--- src/rtl/core/urtb_pkg.sv ---
// Shared types and constants for the UART transmit/receive ring buffers.
`timescale 1ns / 1ps

package urtb_pkg;

    localparam int unsigned BYTE_W       = 8;
    localparam int unsigned TX_DEPTH_DEF = 8;
    localparam int unsigned RX_DEPTH_DEF = 8;

    localparam logic [1:0] ACT_HOST_WRITE = 2'd0;
    localparam logic [1:0] ACT_TX_READY   = 2'd1;
    localparam logic [1:0] ACT_RX_BYTE    = 2'd2;
    localparam logic [1:0] ACT_HOST_READ  = 2'd3;

    typedef enum logic [2:0] {
        ST_OK        = 3'd0,
        ST_TX_FULL   = 3'd1,
        ST_RX_EMPTY  = 3'd2,
        ST_RX_OVERUN = 3'd3,
        ST_TX_NONE   = 3'd4
    } t_status;

    typedef struct packed {
        logic push;
        logic pop;
    } t_ring_ctl;

    typedef struct packed {
        logic full;
        logic almost_full;
        logic empty;
        logic more;
    } t_ring_stat;

endpackage

--- src/rtl/core/uart_tx_rx_ring_buffers.sv ---
// Top level: action decode, transmit and receive rings, registered result.
// Result: registered; the result of an accepted transfer is valid on the next cycle.
// Throughput: one transfer per cycle while the result side is ready; the
//   single output register holds a stalled result and blocks further input.
// Reset: synchronous, active low; both rings empty, transmit interrupt off,
//   no result pending. No clearing pass; cell data is never read before written.
`timescale 1ns / 1ps

module uart_tx_rx_ring_buffers #(
    parameter int unsigned TX_DEPTH = urtb_pkg::TX_DEPTH_DEF,
    parameter int unsigned RX_DEPTH = urtb_pkg::RX_DEPTH_DEF
) (
    input  logic                         i_clk,
    input  logic                         i_rst_n,
    input  logic                         i_in_valid,
    output logic                         o_in_ready,
    input  logic [1:0]                   i_action,
    input  logic [urtb_pkg::BYTE_W-1:0]  i_byte_in,
    output logic                         o_out_valid,
    input  logic                         i_out_ready,
    output logic [2:0]                   o_status,
    output logic                         o_tx_valid,
    output logic [urtb_pkg::BYTE_W-1:0]  o_tx_byte,
    output logic                         o_read_valid,
    output logic [urtb_pkg::BYTE_W-1:0]  o_read_byte,
    output logic                         o_tx_space_available,
    output logic                         o_rx_data_available,
    output logic                         o_tx_irq_enabled
);

    urtb_pkg::t_ring_ctl         w_tx_ctl;
    urtb_pkg::t_ring_ctl         w_rx_ctl;
    urtb_pkg::t_ring_stat        w_tx_stat;
    urtb_pkg::t_ring_stat        w_rx_stat;
    logic [urtb_pkg::BYTE_W-1:0] w_tx_head;
    logic [urtb_pkg::BYTE_W-1:0] w_rx_head;
    logic                        w_accept;

    logic                        r_irq_en;
    logic                        n_irq_en;
    logic                        r_out_valid;
    logic                        n_out_valid;
    urtb_pkg::t_status           r_status;
    urtb_pkg::t_status           n_status;
    logic                        r_tx_valid;
    logic                        n_tx_valid;
    logic [urtb_pkg::BYTE_W-1:0] r_tx_byte;
    logic [urtb_pkg::BYTE_W-1:0] n_tx_byte;
    logic                        r_rd_valid;
    logic                        n_rd_valid;
    logic [urtb_pkg::BYTE_W-1:0] r_rd_byte;
    logic [urtb_pkg::BYTE_W-1:0] n_rd_byte;
    logic                        r_tx_space;
    logic                        n_tx_space;
    logic                        r_rx_avail;
    logic                        n_rx_avail;

    assign o_in_ready = !r_out_valid || i_out_ready;
    assign w_accept   = i_in_valid && o_in_ready;

    always_comb begin
        w_tx_ctl   = '0;
        w_rx_ctl   = '0;
        n_irq_en   = r_irq_en;
        n_status   = urtb_pkg::ST_OK;
        n_tx_valid = 1'b0;
        n_tx_byte  = '0;
        n_rd_valid = 1'b0;
        n_rd_byte  = '0;
        unique case (i_action)
            urtb_pkg::ACT_HOST_WRITE: begin
                if (w_tx_stat.full) begin
                    n_status = urtb_pkg::ST_TX_FULL;
                end else begin
                    if (!r_irq_en) begin
                        n_tx_valid = 1'b1;
                        n_tx_byte  = i_byte_in;
                    end else begin
                        w_tx_ctl.push = w_accept;
                    end
                    n_irq_en = 1'b1;
                end
            end
            urtb_pkg::ACT_TX_READY: begin
                if (!w_tx_stat.empty) begin
                    n_tx_valid   = 1'b1;
                    n_tx_byte    = w_tx_head;
                    w_tx_ctl.pop = w_accept;
                end else begin
                    n_irq_en = 1'b0;
                    n_status = urtb_pkg::ST_TX_NONE;
                end
            end
            urtb_pkg::ACT_RX_BYTE: begin
                if (w_rx_stat.full) begin
                    n_status = urtb_pkg::ST_RX_OVERUN;
                end else begin
                    w_rx_ctl.push = w_accept;
                end
            end
            urtb_pkg::ACT_HOST_READ: begin
                if (w_rx_stat.empty) begin
                    n_status = urtb_pkg::ST_RX_EMPTY;
                end else begin
                    n_rd_valid   = 1'b1;
                    n_rd_byte    = w_rx_head;
                    w_rx_ctl.pop = w_accept;
                end
            end
            default: begin
                n_status = urtb_pkg::ST_OK;
            end
        endcase

        // occupancy flags as they stand after this transfer
        priority if (w_tx_ctl.push) begin
            n_tx_space = !w_tx_stat.almost_full;
        end else if (w_tx_ctl.pop) begin
            n_tx_space = 1'b1;
        end else begin
            n_tx_space = !w_tx_stat.full;
        end
        priority if (w_rx_ctl.push) begin
            n_rx_avail = 1'b1;
        end else if (w_rx_ctl.pop) begin
            n_rx_avail = w_rx_stat.more;
        end else begin
            n_rx_avail = !w_rx_stat.empty;
        end

        n_out_valid = w_accept || (r_out_valid && !i_out_ready);
    end

    urtb_ring #(
        .DEPTH (TX_DEPTH)
    ) u_tx_ring (
        .i_clk       (i_clk),
        .i_rst_n     (i_rst_n),
        .i_ctl       (w_tx_ctl),
        .i_push_data (i_byte_in),
        .o_stat      (w_tx_stat),
        .o_head_data (w_tx_head)
    );

    urtb_ring #(
        .DEPTH (RX_DEPTH)
    ) u_rx_ring (
        .i_clk       (i_clk),
        .i_rst_n     (i_rst_n),
        .i_ctl       (w_rx_ctl),
        .i_push_data (i_byte_in),
        .o_stat      (w_rx_stat),
        .o_head_data (w_rx_head)
    );

    always_ff @(posedge i_clk) begin
        if (!i_rst_n) begin
            r_irq_en    <= 1'b0;
            r_out_valid <= 1'b0;
        end else begin
            if (w_accept) begin
                r_irq_en <= n_irq_en;
            end
            r_out_valid <= n_out_valid;
        end
    end

    always_ff @(posedge i_clk) begin
        if (w_accept) begin
            r_status   <= n_status;
            r_tx_valid <= n_tx_valid;
            r_tx_byte  <= n_tx_byte;
            r_rd_valid <= n_rd_valid;
            r_rd_byte  <= n_rd_byte;
            r_tx_space <= n_tx_space;
            r_rx_avail <= n_rx_avail;
        end
    end

    assign o_out_valid          = r_out_valid;
    assign o_status             = r_status;
    assign o_tx_valid           = r_tx_valid;
    assign o_tx_byte            = r_tx_byte;
    assign o_read_valid         = r_rd_valid;
    assign o_read_byte          = r_rd_byte;
    assign o_tx_space_available = r_tx_space;
    assign o_rx_data_available  = r_rx_avail;
    assign o_tx_irq_enabled     = r_irq_en;

    a_one_byte_path: assert property (@(posedge i_clk) disable iff (!i_rst_n)
        r_out_valid |-> !(r_tx_valid && r_rd_valid))
        else $error("transmit and read byte in one result");

    a_fail_no_data: assert property (@(posedge i_clk) disable iff (!i_rst_n)
        (r_out_valid && r_status != urtb_pkg::ST_OK) |-> (!r_tx_valid && !r_rd_valid))
        else $error("byte delivered with error status");

    a_space_matches: assert property (@(posedge i_clk) disable iff (!i_rst_n)
        r_out_valid |-> (r_tx_space == !w_tx_stat.full && r_rx_avail == !w_rx_stat.empty))
        else $error("reported ring flags disagree with rings");

    a_stall_no_accept: assert property (@(posedge i_clk) disable iff (!i_rst_n)
        (r_out_valid && !i_out_ready) |-> !w_accept)
        else $error("transfer taken while result stalled");

endmodule

--- src/rtl/core/urtb_cell.sv ---
// One storage cell of a shifting ring: holds a byte, fills in order, shifts toward the head.
`timescale 1ns / 1ps

module urtb_cell (
    input  logic                         i_clk,
    input  logic                         i_rst_n,
    input  urtb_pkg::t_ring_ctl          i_ctl,
    input  logic [urtb_pkg::BYTE_W-1:0]  i_push_data,
    input  logic                         i_prev_valid,
    input  logic                         i_next_valid,
    input  logic [urtb_pkg::BYTE_W-1:0]  i_next_data,
    output logic                         o_valid,
    output logic [urtb_pkg::BYTE_W-1:0]  o_data
);

    logic                        r_valid;
    logic                        n_valid;
    logic [urtb_pkg::BYTE_W-1:0] r_data;
    logic [urtb_pkg::BYTE_W-1:0] n_data;

    always_comb begin
        n_valid = r_valid;
        n_data  = r_data;
        priority if (i_ctl.pop) begin
            n_valid = i_next_valid;
            n_data  = i_next_data;
        end else if (i_ctl.push && !r_valid && i_prev_valid) begin
            n_valid = 1'b1;
            n_data  = i_push_data;
        end else begin
            n_valid = r_valid;
            n_data  = r_data;
        end
    end

    always_ff @(posedge i_clk) begin
        if (!i_rst_n) begin
            r_valid <= 1'b0;
        end else begin
            r_valid <= n_valid;
        end
    end

    always_ff @(posedge i_clk) begin
        r_data <= n_data;
    end

    assign o_valid = r_valid;
    assign o_data  = r_data;

endmodule

--- src/rtl/core/urtb_ring.sv ---
// Byte queue built as a row of shifting cells; head at cell 0.
`timescale 1ns / 1ps

module urtb_ring #(
    parameter int unsigned DEPTH = urtb_pkg::TX_DEPTH_DEF
) (
    input  logic                         i_clk,
    input  logic                         i_rst_n,
    input  urtb_pkg::t_ring_ctl          i_ctl,
    input  logic [urtb_pkg::BYTE_W-1:0]  i_push_data,
    output urtb_pkg::t_ring_stat         o_stat,
    output logic [urtb_pkg::BYTE_W-1:0]  o_head_data
);

    logic [DEPTH-1:0]                w_valid;
    logic [urtb_pkg::BYTE_W-1:0]     w_data [DEPTH];

    for (genvar g = 0; g < DEPTH; g++) begin : g_cell
        logic                        w_prev_valid;
        logic                        w_next_valid;
        logic [urtb_pkg::BYTE_W-1:0] w_next_data;

        if (g == 0) begin : g_head
            assign w_prev_valid = 1'b1;
        end else begin : g_body
            assign w_prev_valid = w_valid[g-1];
        end

        if (g == DEPTH - 1) begin : g_tail
            assign w_next_valid = 1'b0;
            assign w_next_data  = '0;
        end else begin : g_link
            assign w_next_valid = w_valid[g+1];
            assign w_next_data  = w_data[g+1];
        end

        urtb_cell u_cell (
            .i_clk        (i_clk),
            .i_rst_n      (i_rst_n),
            .i_ctl        (i_ctl),
            .i_push_data  (i_push_data),
            .i_prev_valid (w_prev_valid),
            .i_next_valid (w_next_valid),
            .i_next_data  (w_next_data),
            .o_valid      (w_valid[g]),
            .o_data       (w_data[g])
        );
    end

    assign o_stat.full        = w_valid[DEPTH-1];
    assign o_stat.almost_full = w_valid[DEPTH-2];
    assign o_stat.empty       = !w_valid[0];
    assign o_stat.more        = w_valid[1];
    assign o_head_data        = w_data[0];

    // occupied cells are always a contiguous run starting at the head
    a_contiguous: assert property (@(posedge i_clk) disable iff (!i_rst_n)
        ((w_valid + 1'b1) & w_valid) == '0)
        else $error("ring occupancy not contiguous");

    a_no_push_pop: assert property (@(posedge i_clk) disable iff (!i_rst_n)
        !(i_ctl.push && i_ctl.pop))
        else $error("ring push and pop in same cycle");

endmodule

--- config.mk ---
export PLATFORM = sky130hd
export DESIGN_NAME = uart_tx_rx_ring_buffers
export DESIGN_NICKNAME = d
export VERILOG_FILES = /design/src/rtl/core/urtb_pkg.sv /design/src/rtl/core/uart_tx_rx_ring_buffers.sv /design/src/rtl/core/urtb_cell.sv /design/src/rtl/core/urtb_ring.sv
export SDC_FILE = /design/constraint.sdc
export NUM_CORES = 1
export LEC_CHECK = 0
export BUFFER_PORTS_ARGS = -buffer_cell sky130_fd_sc_hd__buf_2
export CAP_MARGIN = 20
export CORE_MARGIN = 1
export CORE_UTILIZATION = 25
export DETAILED_ROUTE_END_ITERATION = 8
export PLACE_DENSITY = 0.41
export SETUP_SLACK_MARGIN = 0.15
export SYNTH_ARGS = -nofsm -noshare
export SYNTH_HDL_FRONTEND = slang
export SYNTH_SLANG_ARGS = --single-unit
--- constraint.sdc ---
create_clock -name i_clk -period 3.9 [get_ports i_clk]
set_input_delay 0.975 -clock i_clk [delete_from_list [all_inputs] [get_ports i_clk]]
set_output_delay 0.975 -clock i_clk [all_outputs]
set_load 0.02 [all_outputs]
==> out/results.tsv <==
stage	metric	value	unit
routing	First DRT Iteration DRCs	425	
clocking	htree depth	4	
global_routing	first-pass GRT wire length	25800	µm
logic_synthesis	Unique masters post-synth	42	
layout	Cell Count, Final, Fillers Out	945	
sta	Slew Viols, Final	0	
clocking	CTS Buf Count	17	
sta	Slew @ Worst Pin	0.989	ns
sta	Worst Skew	0.0126	ns
routing	routed vias/inst	4.76	
clocking	Clock Latency Late Sink	0.44	ns
layout	final core utilization	0.297	
worst_setup_path	FF-to-FF Start	u_tx_ring.g_cell[0].u_cell.o_valid	
layout	diode count	0	
power	PD cells	465	nW/µm²
worst_setup_path	Worst setup SP type	input pin	
floorplanning	Die Y	171	µm
sta	final hold vios	0	
power	Worst IR Drop VDD	0.268	mV
global_routing	vias in the first global route	4494	
logic_synthesis	Post-synth EDFFs	135	
floorplanning	initial core utilization	0.256	
floorplanning	Die W	171	µm
clocking	hold_buf cts	0	
layout	layout cells sized above 1	0.194	
global_routing	global route overflow	0	
worst_setup_path	crit-path max cell delay	0.73	ns
hold_path	hold path startpoint	u_tx_ring.g_cell[7].u_cell.o_data[0]	
logic_synthesis	top-count cell post-synth	edfxtp_1	
placed_design	GP Congestion	0.731	
global_routing	initial antenna violation count	0	
global_routing	largest net degree at the start of global routing	68	
sta	max-slew headroom at the worst pin	0.337	
worst_setup_path	WP buf/inv	2	
logic_synthesis	mapped cell area	7150	µm²
sta	Final Cycle Share	0.722	
hold_path	Hold Crit Class	flip-flop to flip-flop	
worst_setup_path	r2r setup slk	1.42	ns
placed_design	number of I/O port buffers	39	
routing	DRC Markers	0	
logic_synthesis	Seq/Total Area, Yosys	0.662	
layout	fill count	2862	
worst_setup_path	crit-path cells	buf_2 > and3b_1 > nand3_1 > o21ai_0 > buf_4	
clocking	post-CTS resize count	0	
worst_setup_path	Top delay family on crit path	simple AND/OR/NAND/NOR gates	
placed_design	Detail Placement HPWL	10800	µm
placed_design	placed insts	913	
sta	maximum clock rate	355	MHz
worst_setup_path	Critical Path Start	i_action[0]	
logic_synthesis	Synthesis Warnings	0	
routing	drt total wl	16300	µm
clocking	CTS Root Cell	clkbuf_16	
logic_synthesis	Mean Syn Cell Area	13.7	µm²
clocking	CTS sink cnt	169	
worst_setup_path	CP Capture Type	flip-flop	
power	leakage	0.00323	µW
worst_setup_path	worst-path fanout max	19	
logic_synthesis	Async S/R FF share, synth	0	
status	status	complete, no violations	
logic_synthesis	top post-synthesis cells by area	edfxtp_1 (57%), a21o_1 (12%), dfxtp_1 (9.5%), a31oi_1 (2.8%), nand4_1 (2.4%)	
worst_setup_path	slowest cell on the critical path	and3b_1	
floorplanning	Ports	40	
worst_setup_path	cell count of the worst reg-to-reg path	4	
floorplanning	# rows	61	
floorplanning	Die Area	29300	µm²
sta	Final setup viols	0	
clocking	post-CTS setup buffers	0	
clocking	Max clock buf depth	2	
sta	Tmin final	2.82	ns
layout	Final Cell Area	8310	µm²
worst_setup_path	critical path depth	5	
worst_setup_path	CP Data Required Time	4.04	ns
worst_setup_path	FF-to-FF End	u_tx_ring.g_cell[5].u_cell.o_data[7]	
clocking	CTS tree	built	
worst_setup_path	Critical Path Sink	u_tx_ring.g_cell[5].u_cell.o_data[7]	
logic_synthesis	top_reg_cell synth	edfxtp_1	
worst_setup_path	critical path class	input pin to flip-flop	
routing	DR vias	4500	
logic_synthesis	synth cell count leaders	edfxtp_1 (135), a21o_1 (112), dfxtp_1 (34), a31oi_1 (32), nand4_1 (28)	
routing	1st-pass router iterations	5	
global_routing	total track usage	0.118	
layout	P&R area growth vs syn	16.1	%
logic_synthesis	Synth Register Bits	169	
routing	Final ANT Viol Nets	0	
clocking	Clock transition at path regs	0.07	ns
logic_synthesis	gate count after technology mapping	523	
sta	Setup TNS	0	ns
logic_synthesis	Synth area leader	edfxtp_1	
worst_setup_path	CP arrival	2.96	ns
logic_synthesis	syn_nets	537	
floorplanning	Placeable Area	27900	µm²
hold_path	hold path depth	2	
flow_run	max-cap viol count	0	
layout	number of nets in the layout	568	
routing	Avg WL per Cell	17.3	µm
logic_synthesis	share of the synthesized area in the top cell type	0.567	
sta	RSZ-0062 raised after global routing	false	
placed_design	dpl cell area	7730	µm²
## worst min-delay path: cells and delay by family, from the launching register on
family	cells	cell delay (ns)
DFF	1	0.33
AOI/OAI and AO/OA	2	0.10
## cell usage in the layout (no fill, tap or decap), types with 3 or more instances in the layout
| master | instances |
|---|---|
| a21o_1 | 112 |
| o31ai_1 | 9 |
| o21ai_1 | 7 |
| inv_1 | 18 |
| buf_2 | 39 |
| nand4_1 | 28 |
| dfxtp_1 | 34 |
| o21ai_0 | 8 |
| a22o_1 | 8 |
| edfxtp_1 | 135 |
| o41ai_2 | 9 |
| nand2_1 | 3 |
| inv_8 | 7 |
| o41ai_1 | 8 |
| inv_2 | 3 |
| inv_6 | 3 |
| clkbuf_16 | 17 |
| nor3_1 | 3 |
| and2_1 | 11 |
| a31oi_1 | 32 |
| nor2_1 | 4 |
| a21oi_1 | 19 |
| buf_4 | 17 |
| a221oi_1 | 4 |
## where the power goes
part           internal, µW  leakage [µW]  switching (µW)
combinational          72.7       0.00144             141
clock                   857      0.000281             812
sequential             1970       0.00151            8.66
total                  2900       0.00323             962
## layout make-up
| type | count | area, µm² | share of cell area |
|---|---|---|---|
| clock inverters | 15 | 150 | 0.0181 |
| multi-input cells | 288 | 2100 | 0.253 |
| repair buffers | 57 | 343 | 0.0413 |
| well taps | 378 | 473 | 0.0569 |
| inverters | 21 | 78.8 | 0.00949 |
| flip-flops and latches | 169 | 4730 | 0.570 |
| clock buffers | 17 | 425 | 0.0512 |
## state kept, by name, summed over array words and instances (netlist names)
register / cells
o_out_valid: 1
o_read_valid: 1
u_tx_ring.g_cell.u_cell.o_data: 64
u_rx_ring.g_cell.u_cell.o_data: 64
o_read_byte: 8
o_tx_space_available: 1
u_rx_ring.g_cell.u_cell.o_valid: 8
o_rx_data_available: 1
o_tx_valid: 1
u_tx_ring.g_cell.u_cell.o_valid: 8
o_tx_byte: 8
o_tx_irq_enabled: 1
o_status: 3
## routing by layer
metal,wire length (µm),part of all wire,global-route usage,vias up
met5,0,0,0,-
met4,270,0.017,0.0493,0
met3,492,0.030,0.0241,15
met2,8420,0.52,0.200,90
met1,7130,0.44,0.144,2272
li1,-,-,-,2123
## through the flow
stage          hold WS [ns]  worst slack (ns)  total power [µW]
2_1_floorplan         0.440              1.09              2160
3_3_place_gp          0.456             0.709              2230
3_5_place_dp          0.460             0.686              2240
4_1_cts               0.474              1.11              3920
5_1_grt               0.484             0.935              4020
6_report              0.473              1.08              3860
## cell families after synthesis
| logic type | share of synthesized area |
|---|---|
| flops | 0.662 |
| simple gates | 0.0609 |
| compound gates | 0.228 |
| mux | 0.00140 |
| buf+inv | 0.0472 |
## how the worst min path moves through the flow
stage                     slack [ns]                                   end
after detailed placement        0.46  u_tx_ring.g_cell[7].u_cell.o_data[5]
after floorplan                 0.44  u_tx_ring.g_cell[7].u_cell.o_data[0]
after CTS                       0.47  u_rx_ring.g_cell[7].u_cell.o_data[6]
final                           0.47  u_tx_ring.g_cell[7].u_cell.o_data[0]
after global placement          0.46  u_tx_ring.g_cell[7].u_cell.o_data[5]
after global routing            0.48  u_tx_ring.g_cell[7].u_cell.o_data[5]
No activity file was read; power rests on OpenSTA's default activity.
